**src/hdl/egdiv_pkg.sv**
```systemverilog
// Shared widths and the stage record passed along the divider cell chain.
package egdiv_pkg;

	localparam int DATA_WIDTH = 31;
	localparam int NUM_CELLS  = DATA_WIDTH;

	typedef logic [DATA_WIDTH-1:0] word_t;

	// Everything one cell hands to the next.
	typedef struct packed {
		logic  vld;
		logic  dz;
		word_t rem;
		word_t num;
		word_t quo;
		word_t dvs;
	} stage_t;

endpackage

```
**src/hdl/egdiv_cell.sv**
```systemverilog
// One halving step of the divider: trial subtract, retire one quotient bit.
module egdiv_cell
	import egdiv_pkg::*;
(
	input  logic   clk,
	input  logic   arst_n,
	input  logic   adv,
	input  stage_t cur,
	output stage_t nxt
);

	logic [DATA_WIDTH:0]   trial;
	logic [DATA_WIDTH+1:0] diff;
	logic                  fits;
	word_t                 rem_n;

	logic  vld_q;
	logic  dz_q;
	word_t rem_q;
	word_t num_q;
	word_t quo_q;
	word_t dvs_q;

	// Bring down the next dividend bit, then see if the divisor fits.
	assign trial = {cur.rem, cur.num[DATA_WIDTH-1]};
	assign diff  = {1'b0, trial} - {2'b00, cur.dvs};
	assign fits  = ~diff[DATA_WIDTH+1];
	assign rem_n = fits ? diff[DATA_WIDTH-1:0] : trial[DATA_WIDTH-1:0];

	always_ff @(posedge clk or negedge arst_n) begin
		if (!arst_n) begin
			vld_q <= 1'b0;
		end else if (adv) begin
			vld_q <= cur.vld;
		end
	end

	always_ff @(posedge clk) begin
		if (adv) begin
			dz_q  <= cur.dz;
			rem_q <= rem_n;
			num_q <= {cur.num[DATA_WIDTH-2:0], 1'b0};
			quo_q <= {cur.quo[DATA_WIDTH-2:0], fits};
			dvs_q <= cur.dvs;
		end
	end

	assign nxt = '{vld: vld_q, dz: dz_q, rem: rem_q, num: num_q, quo: quo_q, dvs: dvs_q};

endmodule

```
**src/hdl/egyptian_divider_unit.sv**
```systemverilog
// Top level: unsigned divider built as a chain of shift-subtract cells.
//
//   channel  | valid         | ready         | payload
//   ---------+---------------+---------------+---------------------------------
//   item     | item_valid    | item_ready    | dividend, divisor_value
//   result   | result_valid  | result_ready  | quotient, divide_by_zero
//
// The chain holds one cell per quotient bit, each cell registering
// one trial subtract of the divisor. A new transaction enters every cycle
// while no result waits untaken. Reset clears only the valid bit of each cell.
// When a result waits untaken, the whole chain holds and item_ready drops.
// A zero divisor gives quotient 0 with divide_by_zero set.
module egyptian_divider_unit
	import egdiv_pkg::*;
(
	input  logic  clk,
	input  logic  arst_n,
	input  logic  item_valid,
	output logic  item_ready,
	input  word_t dividend,
	input  word_t divisor_value,
	output logic  result_valid,
	input  logic  result_ready,
	output word_t quotient,
	output logic  divide_by_zero
);

	stage_t st [0:NUM_CELLS];
	logic   adv;

	assign adv = ~st[NUM_CELLS].vld | result_ready;

	assign st[0] = '{
		vld: item_valid,
		dz:  (divisor_value == '0),
		rem: '0,
		num: dividend,
		quo: '0,
		dvs: divisor_value
	};

	for (genvar i = 0; i < NUM_CELLS; i++) begin : g_cell
		egdiv_cell u_cell (
			.clk    (clk),
			.arst_n (arst_n),
			.adv    (adv),
			.cur    (st[i]),
			.nxt    (st[i+1])
		);
	end

	assign item_ready     = adv;
	assign result_valid   = st[NUM_CELLS].vld;
	assign divide_by_zero = st[NUM_CELLS].dz;
	assign quotient       = st[NUM_CELLS].dz ? '0 : st[NUM_CELLS].quo;

endmodule

```
**config.mk**
```make
export PLATFORM = sky130hd
export DESIGN_NAME = egyptian_divider_unit
export DESIGN_NICKNAME = d
export VERILOG_FILES = /design/src/hdl/egdiv_pkg.sv /design/src/hdl/egdiv_cell.sv /design/src/hdl/egyptian_divider_unit.sv
export SDC_FILE = /design/constraint.sdc
export NUM_CORES = 2
export LEC_CHECK = 0
export ABC_AREA = 0
export BUFFER_PORTS_ARGS = -buffer_cell sky130_fd_sc_hd__buf_2
export CORE_MARGIN = 2
export CORE_UTILIZATION = 50
export DETAILED_ROUTE_END_ITERATION = 8
export GPL_TIMING_DRIVEN = 0
export PLACE_DENSITY_LB_ADDON = 0.2
export SLEW_MARGIN = 0
export SYNTH_ARGS = -nofsm -noshare
export SYNTH_HDL_FRONTEND = slang
export SYNTH_SLANG_ARGS = --single-unit
```
**constraint.sdc**
```tcl
create_clock -name clk -period 147.4 [get_ports clk]
set_input_delay 29.48 -clock clk [delete_from_list [all_inputs] [get_ports clk]]
set_output_delay 29.48 -clock clk [all_outputs]
set_load 0.005 [all_outputs]
```
==> results.toml <==
[outcome]
outcome = "finished clean"

[clock_network]
post_cts_resized = 0
htree_levels = 5
cts.clk_slew.worst_paths_ns = 0.06
clk_latency_ns = 0.93
cts_tree = "yes"
clockBufferDepth = 4
ctsHoldBuffers = 0
clockRootBuffer = "clkbuf_16"
postCtsSetupRepairBufs = 0
clock_sinks = 2883
cts_made_buffers = 318

[grt]
grt_first_pass_wirelength_mm = 501
gr-usage-met2_pct = 33.4
overflow = 0
grt.total_usage_pct = 21.4
busiest_layer = "met2"
grt_max_degree = 145
met3_usage_pct = 3.23
antenna_found_initial = 16
grt_util_met1_pct = 31.6
grt_pass1_vias = 89400

[sta]
grt_setup_unrepaired = "false"
worst_pin_slew_ns = 1.35
setup_viol = 0
slew_violations = 0
period_share_pct = 43.2
period_needed_ns = 63.65
final-hold-violation-count = 0
finClkSkew_ns = 0.0471
tns_ns = 0
slew_headroom_pct = 7.40
max_freq_ghz = 0.0157

[drt]
wl_per_cell_um = 19.6
drtIter0Drc = 8366
wirelength_mm = 321
drc = 0
drt.antenna.violating_nets = 0
viasPerCell = 5.66
dr.pass1.iters = 6
vias = 92600

[setup_path]
worstSetupEndpointType = "output pin"
cp.arrival_ns = 34.17
path_cells = "buf_2 > nor2b_1 > clkbuf_1 > clkbuf_1 > inv_8 > buf_16 > buf_16 > buf_16 > buf_16 > buf_16 > buf_2"
reg2reg_slack_ns = 141.48
cp-startpoint = "result_ready"
crit_top_cell = "buf_16"
max_stage_delay_ns = 0.58
reg2reg_depth = 11
critPathKind = "input pin to output pin"
setup.worst_path.end = "item_ready"
required_ns = 117.92
cp-start-kind = "input pin"
r2r-end = "g_cell[12].u_cell.quo_q[10]"
slowest_stage = "inv_8"
worstPathMaxFanout = 142
r2r-start = "g_cell[30].u_cell.vld_q"

[logic_synthesis]
synth_seq_cells = 2883
ys_types = 97
synth_top_cell_by_area = "edfxtp_1"
avgSynthCellArea_um2 = 12.1
yosysSeqAreaShare_pct = 60.0
synth_commonest_cells = "2852 x edfxtp_1, 1139 x inv_1, 964 x nand2_1"
synth_cells = 11900
yosys.area.top_type_share_pct = 59.5
synth.area.top_cells = "edfxtp_1 59%, ha_1 8.1%, a21oi_1 3.2%"
yosys.cell_count.top_type = "edfxtp_1"
ys_async_sr_fraction_pct = 1.08
yosys_warnings = 0
synth_area_um2 = 144000
synth_edf_count = 2852
synthFlopType = "edfxtp_1"

[floorplan]
initial_utilization_pct = 50.1
ioPinCount = 100
fp.dieH_um = 541
num_rows = 197
core_area_um2 = 287000
die_w_um = 541
dieArea_um2 = 292000

[cells_and_area]
drive_above_1_share_pct = 7.33
areaGrowthSynthToFinish_pct = 11.1
fillCellCount = 23900
nNetsFinal = 13400

[run]
max_cap_violations = 0

[place]
io_buffers = 99
dp_hpwl_mm = 236
gp_congestion = 0.943

[hold_path]
hp-class = "flop to flop"
## worst min-delay path by stage
stage | start | to | cells after the start
CTS | g_cell[2].u_cell.num_q[9] | g_cell[3].u_cell.num_q[10] | 0
floorplan | g_cell[9].u_cell.dz_q | g_cell[10].u_cell.dz_q | 0
global placement | g_cell[4].u_cell.num_q[18] | g_cell[5].u_cell.num_q[19] | 0
detailed placement | g_cell[9].u_cell.num_q[23] | g_cell[10].u_cell.num_q[24] | 0
finish | g_cell[2].u_cell.num_q[9] | g_cell[3].u_cell.num_q[10] | 0
global route | g_cell[17].u_cell.num_q[27] | g_cell[18].u_cell.num_q[28] | 0
## critical path: cells and delay by family
kind | cells | cell delay (ns)
buf+inv | 10 | 3.82
simple gates | 1 | 0.04
## logic make-up (layout without fill, tap and decap cells)
family	count (synthesis)	after routing	synth area share, %
other	1	18	0.00260
XOR/XNOR	698	698	4.24
AND/OR/NAND/NOR	2549	2549	8.14
adder cells (fa/ha/maj)	960	960	8.49
flip-flops	2883	2883	60.0
buffers and inverters	1423	2114	3.79
multiplexers	232	232	1.79
AO/OA/AOI/OAI	3142	3142	13.5
## cells in the final DEF, fill, tap and decap left out, types with 53 or more instances in the layout
cell,instances
xor2_1,308
nor3_1,118
nor2b_1,145
nand3_1,187
a31oi_1,85
nor2_1,636
clkbuf_16,322
a21oi_1,908
and3_1,87
o211ai_1,53
o21ai_0,868
buf_2,152
nand4_1,80
clkinv_1,64
mux2_2,199
nand2b_1,114
ha_1,931
nand2_1,964
xnor2_1,390
o21a_1,151
edfxtp_1,2852
a211oi_1,92
a21o_1,398
o21bai_1,70
o31ai_1,83
clkbuf_1,269
inv_1,1138
## sequential cells by signal (all words and copies together) (netlist names)
name	cells
g_cell.u_cell.dvs_q	930
g_cell.u_cell.quo_q	496
g_cell.u_cell.vld_q	31
g_cell.u_cell.dz_q	31
g_cell.u_cell.num_q	465
g_cell.u_cell.rem_q	930
## metrics by stage
step	hold slack (ns)	util, %	setup slack [ns]	instances	instance area, µm²
2_1_floorplan	0.400	-	33.41	11900	144000
3_3_place_gp	0.400	51.9	7.99	15800	149000
3_5_place_dp	0.405	52.2	83.80	15800	150000
4_1_cts	0.390	55.7	83.81	16400	160000
5_1_grt	0.410	55.7	83.44	16400	160000
6_report	0.387	55.7	83.75	16400	160000
## layer usage
metal | up-vias | wire length, µm
met5 | - | 9
met4 | 2 | 6920
met3 | 465 | 19600
met2 | 2550 | 144000
met1 | 45000 | 151000
li1 | 44600 | -
## area by class of cell
| class | count | area (µm²) | share of cell area, % |
|---|---|---|---|
| clock buffer | 381 | 8290 | 5.18 |
| antenna | 4 | 10.0 | 0.00625 |
| tap | 3781 | 4730 | 2.96 |
| sequential | 2883 | 86400 | 54.0 |
| timing repair buffer | 121 | 1080 | 0.674 |
| clock inverter | 189 | 1880 | 1.17 |
| multi-input combinational | 7595 | 52200 | 32.6 |
| buffer | 281 | 1160 | 0.728 |
| inverter | 1142 | 4290 | 2.68 |
Power is not shown: default switching activity piles up to over one toggle a cycle in this logic, so the estimate is an artifact.
